$ cat src/rtl/hcbd_pkg.sv
package hcbd_pkg;

   // Width of the line length limit register.
   localparam int MAX_LINE_BITS = 12;
   localparam logic [MAX_LINE_BITS-1:0] MAX_LINE_RESET = 12'd511;

   // Bits taken by one hex digit.
   localparam int HEX_DIGIT_BITS = 4;

   // Character codes.
   localparam logic [7:0] CHAR_LF   = 8'h0A;
   localparam logic [7:0] CHAR_CR   = 8'h0D;
   localparam logic [7:0] CHAR_SEMI = 8'h3B;
   localparam logic [7:0] CHAR_ZERO = 8'h30;
   localparam logic [7:0] CHAR_X_LO = 8'h78;
   localparam logic [7:0] CHAR_X_UP = 8'h58;

   // Error codes.
   localparam logic [1:0] ERR_NONE     = 2'd0;
   localparam logic [1:0] ERR_LONG     = 2'd1;
   localparam logic [1:0] ERR_OVERFLOW = 2'd2;
   localparam logic [1:0] ERR_END      = 2'd3;

   typedef enum logic [4:0] {
      PH_SIZE    = 5'b00001,
      PH_DATA    = 5'b00010,
      PH_TRAILER = 5'b00100,
      PH_DONE    = 5'b01000,
      PH_ERROR   = 5'b10000
   } phase_type;

   typedef enum logic [6:0] {
      SC_BLANKS   = 7'b0000001,
      SC_ZERO     = 7'b0000010,
      SC_ZERO_X   = 7'b0000100,
      SC_DIGITS   = 7'b0001000,
      SC_ACCEPT   = 7'b0010000,
      SC_IGNORE   = 7'b0100000,
      SC_OVERFLOW = 7'b1000000
   } scan_step_type;

   // Status of one character fed into the line scanner.
   typedef struct packed {
      logic          too_long;
      scan_step_type step;
   } feed_flags_type;

   // One result item.
   typedef struct packed {
      logic [1:0] error_code;
      logic       message_done;
      logic       out_valid;
      logic [7:0] out_byte;
   } result_type;

   // Hex digit decode: bit 4 is set for a digit, bits 3:0 hold its value.
   function automatic logic [HEX_DIGIT_BITS:0] hex_digit(input logic [7:0] c);
      logic [HEX_DIGIT_BITS:0] r;
      r = '0;
      if (c >= 8'h30 && c <= 8'h39) begin
         r = {1'b1, HEX_DIGIT_BITS'(c - 8'h30)};
      end else if (c >= 8'h41 && c <= 8'h46) begin
         r = {1'b1, HEX_DIGIT_BITS'(c - 8'h41 + 8'd10)};
      end else if (c >= 8'h61 && c <= 8'h66) begin
         r = {1'b1, HEX_DIGIT_BITS'(c - 8'h61 + 8'd10)};
      end
      return r;
   endfunction

   // Space, TAB, VT, FF and CR count as blanks.
   function automatic logic is_blank(input logic [7:0] c);
      return (c == 8'h20) || (c == 8'h09) || (c == 8'h0B) || (c == 8'h0C) ||
             (c == 8'h0D);
   endfunction

endpackage

$ cat src/rtl/http_chunked_body_decoder.sv
// Path: a result item passes the input register and then the result register.
// Throughput: one item per cycle; the input register and the result register
// each hold one item around the combinational decode step, so the block stalls
// only when the result side holds back.
// Reset: synchronous, active high; the decoder returns to the size line phase and
// the line length limit returns to 511.
module http_chunked_body_decoder #(
   parameter int SIZE_BITS     = 32,
   parameter int LINE_LEN_BITS = 12
) (
   input  logic        clock,
   input  logic        reset,
   // Input items.
   input  logic        req_tvalid,
   output logic        req_tready,
   input  logic [7:0]  req_tdata,   // [7:0] in_byte
   input  logic        req_tlast,   // stream_ends
   // Result items.
   output logic        rsp_tvalid,
   input  logic        rsp_tready,
   output logic [15:0] rsp_tdata,   // [7:0] out_byte, [8] message_done,
                                    // [10:9] error_code, [15:11] zero
   output logic        rsp_tuser,   // out_valid
   // Line length limit register.
   input  logic        csr_valid,
   output logic        csr_ready,
   input  logic [11:0] csr_data
);
   import hcbd_pkg::*;

   logic                     in_valid_ff, in_valid_in;
   logic [7:0]               in_byte_ff;
   logic                     in_ends_ff;
   logic                     rsp_valid_ff, rsp_valid_in;
   result_type               rsp_data_ff;
   result_type               result;
   logic [MAX_LINE_BITS-1:0] max_line_ff;
   logic                     advance;
   logic                     fire;

   // Pipeline handshake: each stage moves on when the one after it frees up.
   assign advance     = !rsp_valid_ff || rsp_tready;
   assign fire        = in_valid_ff && advance;
   assign req_tready  = !in_valid_ff || advance;
   assign in_valid_in = req_tready ? req_tvalid : in_valid_ff;
   assign rsp_valid_in = advance ? in_valid_ff : rsp_valid_ff;
   assign csr_ready   = 1'b1;

   always_ff @(posedge clock) begin
      if (reset) begin
         in_valid_ff  <= 1'b0;
         rsp_valid_ff <= 1'b0;
         max_line_ff  <= MAX_LINE_RESET;
      end else begin
         in_valid_ff  <= in_valid_in;
         rsp_valid_ff <= rsp_valid_in;
         if (csr_valid && csr_ready) begin
            max_line_ff <= csr_data;
         end
      end
   end

   // Input and result payload registers.
   always_ff @(posedge clock) begin
      if (req_tvalid && req_tready) begin
         in_byte_ff <= req_tdata;
         in_ends_ff <= req_tlast;
      end
      if (fire) begin
         rsp_data_ff <= result;
      end
   end

   hcbd_core #(
      .SIZE_BITS     (SIZE_BITS),
      .LINE_LEN_BITS (LINE_LEN_BITS)
   ) u_core (
      .clock    (clock),
      .reset    (reset),
      .fire     (fire),
      .in_byte  (in_byte_ff),
      .in_ends  (in_ends_ff),
      .max_line (max_line_ff),
      .result   (result)
   );

   assign rsp_tvalid = rsp_valid_ff;
   assign rsp_tuser  = rsp_data_ff.out_valid;
   assign rsp_tdata  = {5'b0, rsp_data_ff.error_code, rsp_data_ff.message_done,
                        rsp_data_ff.out_byte};

endmodule

$ cat src/rtl/hcbd_feed.sv
module hcbd_feed #(
   parameter int SIZE_BITS     = 32,
   parameter int LINE_LEN_BITS = 12
) (
   input  logic                                 scan_en,
   input  logic [7:0]                           char_i,
   input  hcbd_pkg::scan_step_type              step_i,
   input  logic [LINE_LEN_BITS-1:0]             len_i,
   input  logic [SIZE_BITS-1:0]                 accum_i,
   input  logic [hcbd_pkg::MAX_LINE_BITS-1:0]   max_line,
   output hcbd_pkg::feed_flags_type             flags_o,
   output logic [LINE_LEN_BITS-1:0]             len_o,
   output logic [SIZE_BITS-1:0]                 accum_o
);
   import hcbd_pkg::*;

   localparam int CMP_BITS = (LINE_LEN_BITS > MAX_LINE_BITS) ? LINE_LEN_BITS : MAX_LINE_BITS;

   logic [HEX_DIGIT_BITS:0] hex;
   logic                    is_digit;
   logic                    accum_full;
   logic [SIZE_BITS-1:0]    accum_shift;

   assign hex         = hex_digit(char_i);
   assign is_digit    = hex[HEX_DIGIT_BITS];
   assign accum_full  = |accum_i[SIZE_BITS-1 -: HEX_DIGIT_BITS];
   assign accum_shift = {accum_i[SIZE_BITS-HEX_DIGIT_BITS-1:0], hex[HEX_DIGIT_BITS-1:0]};

   // One character of a size or trailer line: length check, then the size scan.
   always_comb begin
      logic          take_digit;
      scan_step_type step_nx;
      take_digit = 1'b0;
      step_nx    = step_i;

      case (step_i)
         SC_BLANKS: begin
            if (is_blank(char_i)) begin
               step_nx = SC_BLANKS;
            end else if (char_i == CHAR_ZERO) begin
               step_nx = SC_ZERO;
            end else if (is_digit) begin
               take_digit = 1'b1;
            end else if (char_i == CHAR_SEMI && len_i == '0) begin
               step_nx = SC_ACCEPT;
            end else begin
               step_nx = SC_IGNORE;
            end
         end
         SC_ZERO: begin
            if (char_i == CHAR_X_LO || char_i == CHAR_X_UP) begin
               step_nx = SC_ZERO_X;
            end else if (is_digit) begin
               take_digit = 1'b1;
            end else if (char_i == CHAR_SEMI) begin
               step_nx = SC_ACCEPT;
            end else begin
               step_nx = SC_IGNORE;
            end
         end
         SC_ZERO_X: begin
            if (is_digit) begin
               take_digit = 1'b1;
            end else begin
               step_nx = SC_IGNORE;
            end
         end
         SC_DIGITS: begin
            if (is_digit) begin
               take_digit = 1'b1;
            end else if (char_i == CHAR_SEMI) begin
               step_nx = SC_ACCEPT;
            end else begin
               step_nx = SC_IGNORE;
            end
         end
         default: begin
            step_nx = step_i;
         end
      endcase

      flags_o.too_long = (CMP_BITS'(len_i) >= CMP_BITS'(max_line));
      flags_o.step     = step_i;
      accum_o          = accum_i;
      len_o            = len_i;

      if (!flags_o.too_long) begin
         if (scan_en) begin
            if (take_digit) begin
               // A digit that would push bits out of the size marks overflow.
               if (accum_full) begin
                  flags_o.step = SC_OVERFLOW;
               end else begin
                  flags_o.step = SC_DIGITS;
                  accum_o      = accum_shift;
               end
            end else begin
               flags_o.step = step_nx;
            end
         end
         // The line counter saturates at its top value.
         if (!(&len_i)) begin
            len_o = len_i + LINE_LEN_BITS'(1);
         end
      end
   end

endmodule

$ cat src/rtl/hcbd_core.sv
module hcbd_core #(
   parameter int SIZE_BITS     = 32,
   parameter int LINE_LEN_BITS = 12
) (
   input  logic                               clock,
   input  logic                               reset,
   input  logic                               fire,
   input  logic [7:0]                         in_byte,
   input  logic                               in_ends,
   input  logic [hcbd_pkg::MAX_LINE_BITS-1:0] max_line,
   output hcbd_pkg::result_type               result
);
   import hcbd_pkg::*;

   phase_type               phase_ff, phase_in;
   logic [SIZE_BITS-1:0]    bytes_left_ff, bytes_left_in;
   logic [SIZE_BITS-1:0]    accum_ff, accum_in;
   logic [LINE_LEN_BITS-1:0] len_ff, len_in;
   scan_step_type           step_ff, step_in;
   logic [1:0]              err_ff, err_in;
   logic                    cr_ff, cr_in;

   feed_flags_type           a_flags, b_flags;
   logic [LINE_LEN_BITS-1:0] a_len, b_len, b_len_i;
   logic [SIZE_BITS-1:0]     a_accum, b_accum, b_accum_i;
   scan_step_type            b_step_i;
   logic                     scan_en;
   logic [SIZE_BITS-1:0]     bytes_dec;

   assign scan_en   = (phase_ff == PH_SIZE);
   assign bytes_dec = bytes_left_ff - SIZE_BITS'(1);

   // First feed: the CR held back from the previous item.
   hcbd_feed #(
      .SIZE_BITS     (SIZE_BITS),
      .LINE_LEN_BITS (LINE_LEN_BITS)
   ) u_feed_cr (
      .scan_en  (scan_en),
      .char_i   (CHAR_CR),
      .step_i   (step_ff),
      .len_i    (len_ff),
      .accum_i  (accum_ff),
      .max_line (max_line),
      .flags_o  (a_flags),
      .len_o    (a_len),
      .accum_o  (a_accum)
   );

   // Second feed: the current byte, after the held CR if there is one.
   assign b_step_i  = cr_ff ? a_flags.step : step_ff;
   assign b_len_i   = cr_ff ? a_len : len_ff;
   assign b_accum_i = cr_ff ? a_accum : accum_ff;

   hcbd_feed #(
      .SIZE_BITS     (SIZE_BITS),
      .LINE_LEN_BITS (LINE_LEN_BITS)
   ) u_feed_byte (
      .scan_en  (scan_en),
      .char_i   (in_byte),
      .step_i   (b_step_i),
      .len_i    (b_len_i),
      .accum_i  (b_accum_i),
      .max_line (max_line),
      .flags_o  (b_flags),
      .len_o    (b_len),
      .accum_o  (b_accum)
   );

   // Next state and result of one item.
   always_comb begin
      phase_in      = phase_ff;
      bytes_left_in = bytes_left_ff;
      accum_in      = accum_ff;
      len_in        = len_ff;
      step_in       = step_ff;
      err_in        = err_ff;
      cr_in         = cr_ff;
      result        = '0;

      if (fire) begin
         case (phase_ff)
            PH_DATA: begin
               result.out_byte  = in_byte;
               result.out_valid = 1'b1;
               bytes_left_in    = bytes_dec;
               if (bytes_dec == '0) begin
                  phase_in = PH_SIZE;
                  len_in   = '0;
                  step_in  = SC_BLANKS;
                  accum_in = '0;
                  cr_in    = 1'b0;
               end
            end
            PH_SIZE, PH_TRAILER: begin
               if (in_byte == CHAR_LF) begin
                  // End of line.
                  cr_in    = 1'b0;
                  len_in   = '0;
                  step_in  = SC_BLANKS;
                  accum_in = '0;
                  if (phase_ff == PH_TRAILER) begin
                     if (len_ff == '0) begin
                        phase_in = PH_DONE;
                     end
                  end else if (len_ff != '0) begin
                     case (step_ff)
                        SC_ZERO, SC_DIGITS, SC_ACCEPT: begin
                           if (accum_ff == '0) begin
                              phase_in = PH_TRAILER;
                           end else begin
                              bytes_left_in = accum_ff;
                              phase_in      = PH_DATA;
                           end
                        end
                        SC_OVERFLOW: begin
                           err_in   = ERR_OVERFLOW;
                           phase_in = PH_ERROR;
                        end
                        default: begin
                           phase_in = phase_ff;
                        end
                     endcase
                  end
               end else if (in_byte == CHAR_CR) begin
                  // A CR is held back until it is known not to end the line.
                  cr_in = 1'b1;
                  if (cr_ff) begin
                     if (a_flags.too_long) begin
                        err_in   = ERR_LONG;
                        phase_in = PH_ERROR;
                        cr_in    = 1'b0;
                     end else begin
                        len_in   = a_len;
                        step_in  = a_flags.step;
                        accum_in = a_accum;
                     end
                  end
               end else begin
                  cr_in = 1'b0;
                  if (cr_ff && a_flags.too_long) begin
                     err_in   = ERR_LONG;
                     phase_in = PH_ERROR;
                  end else if (b_flags.too_long) begin
                     err_in   = ERR_LONG;
                     phase_in = PH_ERROR;
                  end else begin
                     len_in   = b_len;
                     step_in  = b_flags.step;
                     accum_in = b_accum;
                  end
               end
            end
            default: begin
               phase_in = phase_ff;
            end
         endcase

         // The stream must not end before the message is complete.
         if (in_ends && phase_in != PH_DONE && phase_in != PH_ERROR) begin
            err_in   = ERR_END;
            phase_in = PH_ERROR;
         end

         result.message_done = (phase_in == PH_DONE);
         result.error_code   = err_in;
      end
   end

   // Decoder state.
   always_ff @(posedge clock) begin
      if (reset) begin
         phase_ff      <= PH_SIZE;
         bytes_left_ff <= '0;
         accum_ff      <= '0;
         len_ff        <= '0;
         step_ff       <= SC_BLANKS;
         err_ff        <= ERR_NONE;
         cr_ff         <= 1'b0;
      end else begin
         phase_ff      <= phase_in;
         bytes_left_ff <= bytes_left_in;
         accum_ff      <= accum_in;
         len_ff        <= len_in;
         step_ff       <= step_in;
         err_ff        <= err_in;
         cr_ff         <= cr_in;
      end
   end

endmodule

$ cat config.mk
export PLATFORM = sky130hd
export DESIGN_NAME = http_chunked_body_decoder
export DESIGN_NICKNAME = d
export VERILOG_FILES = /design/src/rtl/hcbd_pkg.sv /design/src/rtl/http_chunked_body_decoder.sv /design/src/rtl/hcbd_feed.sv /design/src/rtl/hcbd_core.sv
export SDC_FILE = /design/constraint.sdc
export NUM_CORES = 1
export LEC_CHECK = 0
export ABC_AREA = 0
export BUFFER_PORTS_ARGS = -buffer_cell sky130_fd_sc_hd__buf_2
export CAP_MARGIN = 30
export CORE_ASPECT_RATIO = 1.4
export CORE_MARGIN = 5
export CORE_UTILIZATION = 45
export CTS_BUF_LIST = sky130_fd_sc_hd__clkbuf_16
export DETAILED_ROUTE_END_ITERATION = 8
export GPL_ROUTABILITY_DRIVEN = 0
export GPL_TIMING_DRIVEN = 0
export PLACE_DENSITY = 0.62
export SLEW_MARGIN = 20
export SYNTH_ARGS = -nofsm -noshare
export SYNTH_HDL_FRONTEND = slang
export SYNTH_SLANG_ARGS = --single-unit
export TNS_END_PERCENT = 30
$ cat constraint.sdc
create_clock -name clock -period 5.6 [get_ports clock]
set_input_delay 0.28 -clock clock [delete_from_list [all_inputs] [get_ports clock]]
set_output_delay 0.28 -clock clock [all_outputs]
set_load 0.03 [all_outputs]
==> flow_summary.yaml <==
route:
  wl_per_cell_um: 20.6
  ant_nets: 0
  drt_iter0_drc: 1052
  num_vias: 9218
  viasPerCell: 6.34
  routed_wl_um: 29900
  drc: 0
  firstDrtPassIters: 5
sta:
  holdWs_ns: 0.00997
  setup_slack_ns: 0.291
  clock_skew_ns: 0.0120
  hold_viol: 0
  tns_ns: 0
  final_max_slew_viol_count: 0
  min_period_ns: 5.31
  maxSlewHeadroom_pct: 45.8
  rsz0062_at_grt: "no"
  layout_worst_path_cycle_share_pct: 94.8
  worst_slew_pin_slew_ns: 0.806
  finalSetupViolCount: 0
  fmaxAchievable_mhz: 188
floorplanning:
  core_area_um2: 19300
  rows: 60
  start_util_pct: 46.0
  pin_count: 46
  die_x_um: 129
  dieArea_um2: 22700
  die_h_um: 176
finish:
  nets: 1253
  area_growth_pct: 13.6
  layout.cells.non_filler: 1453
  drive_gt1_share_pct: 12.5
  antennaDiodeCount: 0
  fill_cells: 1873
power_and_ir_drop:
  power_w: 0.00248
  p_sw_w: 0.000750
  p_seq_share_pct: 39.0
  power.density_nw_per_um2: 246
  pwr-share-clk_pct: 46.9
  combPwrFrac_pct: 14.1
  swShare_pct: 30.3
  intPower_w: 0.00173
  vdd_drop_max_v: 0.000194
  p_leak_nw: 3.93
synth:
  ys_seq_area_share_pct: 30.8
  ys.flop_type: "dfxtp_1"
  ys_types: 89
  ys_ff_latch: 126
  async_flop_share_pct: 0
  synth_edf_count: 21
  yosysWarnings: 0
  synth.area.top_cells: "dfxtp_1 24%, edfxtp_1 7.1%, ha_1 4.9%"
  synth_cells: 1128
  syn_area_per_cell_um2: 7.86
  netlist_area_um2: 8870
  yosysTopAreaCell: "dfxtp_1"
  yosysTopAreaCellShare_pct: 23.7
worst_setup_path:
  critical_path_class: "register to register"
  cp-end-kind: "register"
  rrSetupSlack_ns: 0.29
  rr_worst_depth: 20
  critPathMaxFanout: 10
  critPathLaunchType: "register"
  worst_ep_arrival_time_ns: 5.64
  crit_required_ns: 5.93
  r2r-end: "u_core.accum_ff[1]$_SDFFE_PP0P_"
  crit-reg2reg-launch: "u_core.len_ff[5]$_SDFFE_PP0P_"
global_routing:
  grt_pass1_wl_um: 47400
  grt_overflow: 0
  first_global_vias: 8774
  antenna_found_initial: 0
  grt_use_total_pct: 26.5
  grt_max_degree: 17
place:
  dp_hpwl_um: 22200
  dp_cells: 1419
  pre_cts_slack_ns: -0.406
  io_buffer_count: 38
clocking:
  cts_buffers: 17
  tritoncts: "yes"
  clock_latency_ns: 0.45
  clock-sinks: 126
  cts_root_buf: "clkbuf_16"
  clk_pin_slew_ns: 0.07
  hold_buffers: 0
  clock_path_buffers: 2
  cts_max_level: 4
hold_path:
  min_to: "in_byte_ff[7]$_DFFE_PP_"
  hp-class: "primary input to register"
  min-delay-start: "req_tdata[7]"
  hold_depth: 1
flow_run:
  drv_cap: 0
status:
  status: "completed"
-- final cells by class --
type | instances | area, um^2 | area share, %
timing repair buffer | 41 | 216 | 2.15
buffer | 84 | 385 | 3.82
clock buffer | 17 | 425 | 4.22
tap | 248 | 310 | 3.08
multi-input combinational | 869 | 5630 | 55.9
inverter | 53 | 199 | 1.97
clock inverter | 15 | 175 | 1.74
sequential | 126 | 2730 | 27.1
-- power groups by stage --
stage / registers [W] / logic, W / clock network (W)
after floorplan: 0.000985 / 0.000227 / 0
after global placement: 0.000985 / 0.000335 / 0
final: 0.000966 / 0.000350 / 0.00116
after global routing: 0.000970 / 0.000384 / 0.00121
after detailed placement: 0.000985 / 0.000339 / 0
after CTS: 0.000965 / 0.000341 / 0.00118
-- metal layers --
metal	up-vias	part of all wire, %	GRT usage [%]
met5	-	0	0
met4	0	6.0	16.0
met3	114	5.7	3.84
met2	426	49	45.2
met1	4303	39	30.9
li1	4375	-	-
-- stage by stage --
step / utilization (%) / instance area, um^2
finish: 52.2 / 10100
global route: 52.2 / 10100
CTS: 51.9 / 10000
detailed placement: 48.7 / 9400
global placement: 48.6 / 9390
floorplan: - / 8880
-- kinds of logic after synthesis --
group | synth area share (%)
AOI/OAI and AO/OA | 25.8
adders and majority gates | 4.94
and+or+nand+nor | 28.1
muxes | 1.82
DFF | 30.8
xor gates and xnor gates | 1.88
buffers and inverters | 6.56
other | 0.0847
-- cell usage in the layout, fill, tap and decap left out, drive strengths merged, types with 6 or more instances in the layout --
cell type and count:
nor3b 6, edfxtp 21, o211ai 22, and2 14, nor2 89, a211oi 20, nor3 50, buf 66
o31ai 11, nand3 41, a31oi 18, xnor2 16, o21ai 67, ha 35, nand2b 10, dfxtp 105
and4 6, a22oi 13, nor4b 22, a21o 8, a31o 23, o21a 6, conb 6, nor2b 8
mux2i 15, clkbuf 76, inv 60, and3 16, o31a 6, nor4 28, o22ai 15, nand2 107
a22o 9, clkinv 6, or3 19, nand4 21, a21oi 65
-- synthesized netlist by cell type, types with 20 or more instances --
library cell and count:
o211ai_1 20, nor4b_1 22, ha_1 35, dfxtp_1 105, edfxtp_1 21, a21oi_1 64
nor4_1 25, clkbuf_1 58, nand2_1 105, nand3_1 40, inv_1 53, nor3_1 45
o21ai_0 64, nor2_1 89, nand4_1 20
-- sequential cells by signal, indices dropped and copies added, names as in the netlist --
name                  count
in_valid_ff               1
u_core.err_ff             2
u_core.accum_ff          32
u_core.step_ff            7
u_core.len_ff            12
rsp_tdata                11
in_byte_ff                8
u_core.phase_ff           5
max_line_ff              12
in_ends_ff                1
rsp_tuser                 1
u_core.cr_ff              1
rsp_tvalid                1
u_core.bytes_left_ff     32
-- repair_timing --
action,in CTS,in global routing
endpoints found under the setup margin,49,57
pin swaps,0,2
setup buffers,0,2
resized for setup,5,9
-- critical path: stages (launching register included) --
cell      delay [ns]
dfxtp_1         0.53
ha_1            0.32
a21oi_1         0.20
o21a_1          0.15
o211a_1         0.13
buf_2           0.25
clkbuf_2        0.32
nand3_1         0.13
mux2i_1         0.34
clkbuf_2        0.34
ha_1            0.33
nand2_1         0.08
nor2_1          0.05
a211oi_2        0.36
o211ai_1        0.19
o41ai_1         0.38
o211ai_2        0.29
buf_6           0.23
clkbuf_1        0.29
nand3_1         0.19
o31ai_1         0.08
-- worst max-delay path by stage --
stage                                    from                               end  slack, ns  cells after the start
2_1_floorplan  u_core.len_ff[10]$_SDFFE_PP0P_           rsp_tdata[10]$_DFFE_PP_       1.13                     19
3_3_place_gp    u_core.len_ff[5]$_SDFFE_PP0P_    u_core.step_ff[1]$_SDFFE_PP0P_      -0.37                     18
3_5_place_dp    u_core.len_ff[5]$_SDFFE_PP0P_    u_core.step_ff[1]$_SDFFE_PP0P_      -0.41                     18
4_1_cts         u_core.len_ff[5]$_SDFFE_PP0P_           rsp_tdata[10]$_DFFE_PP_       0.07                     17
5_1_grt        u_core.len_ff[10]$_SDFFE_PP0P_  u_core.accum_ff[18]$_SDFFE_PP0P_       0.02                     20
6_report        u_core.len_ff[5]$_SDFFE_PP0P_   u_core.accum_ff[1]$_SDFFE_PP0P_       0.29                     20
(Power assumes the default switching activity.)
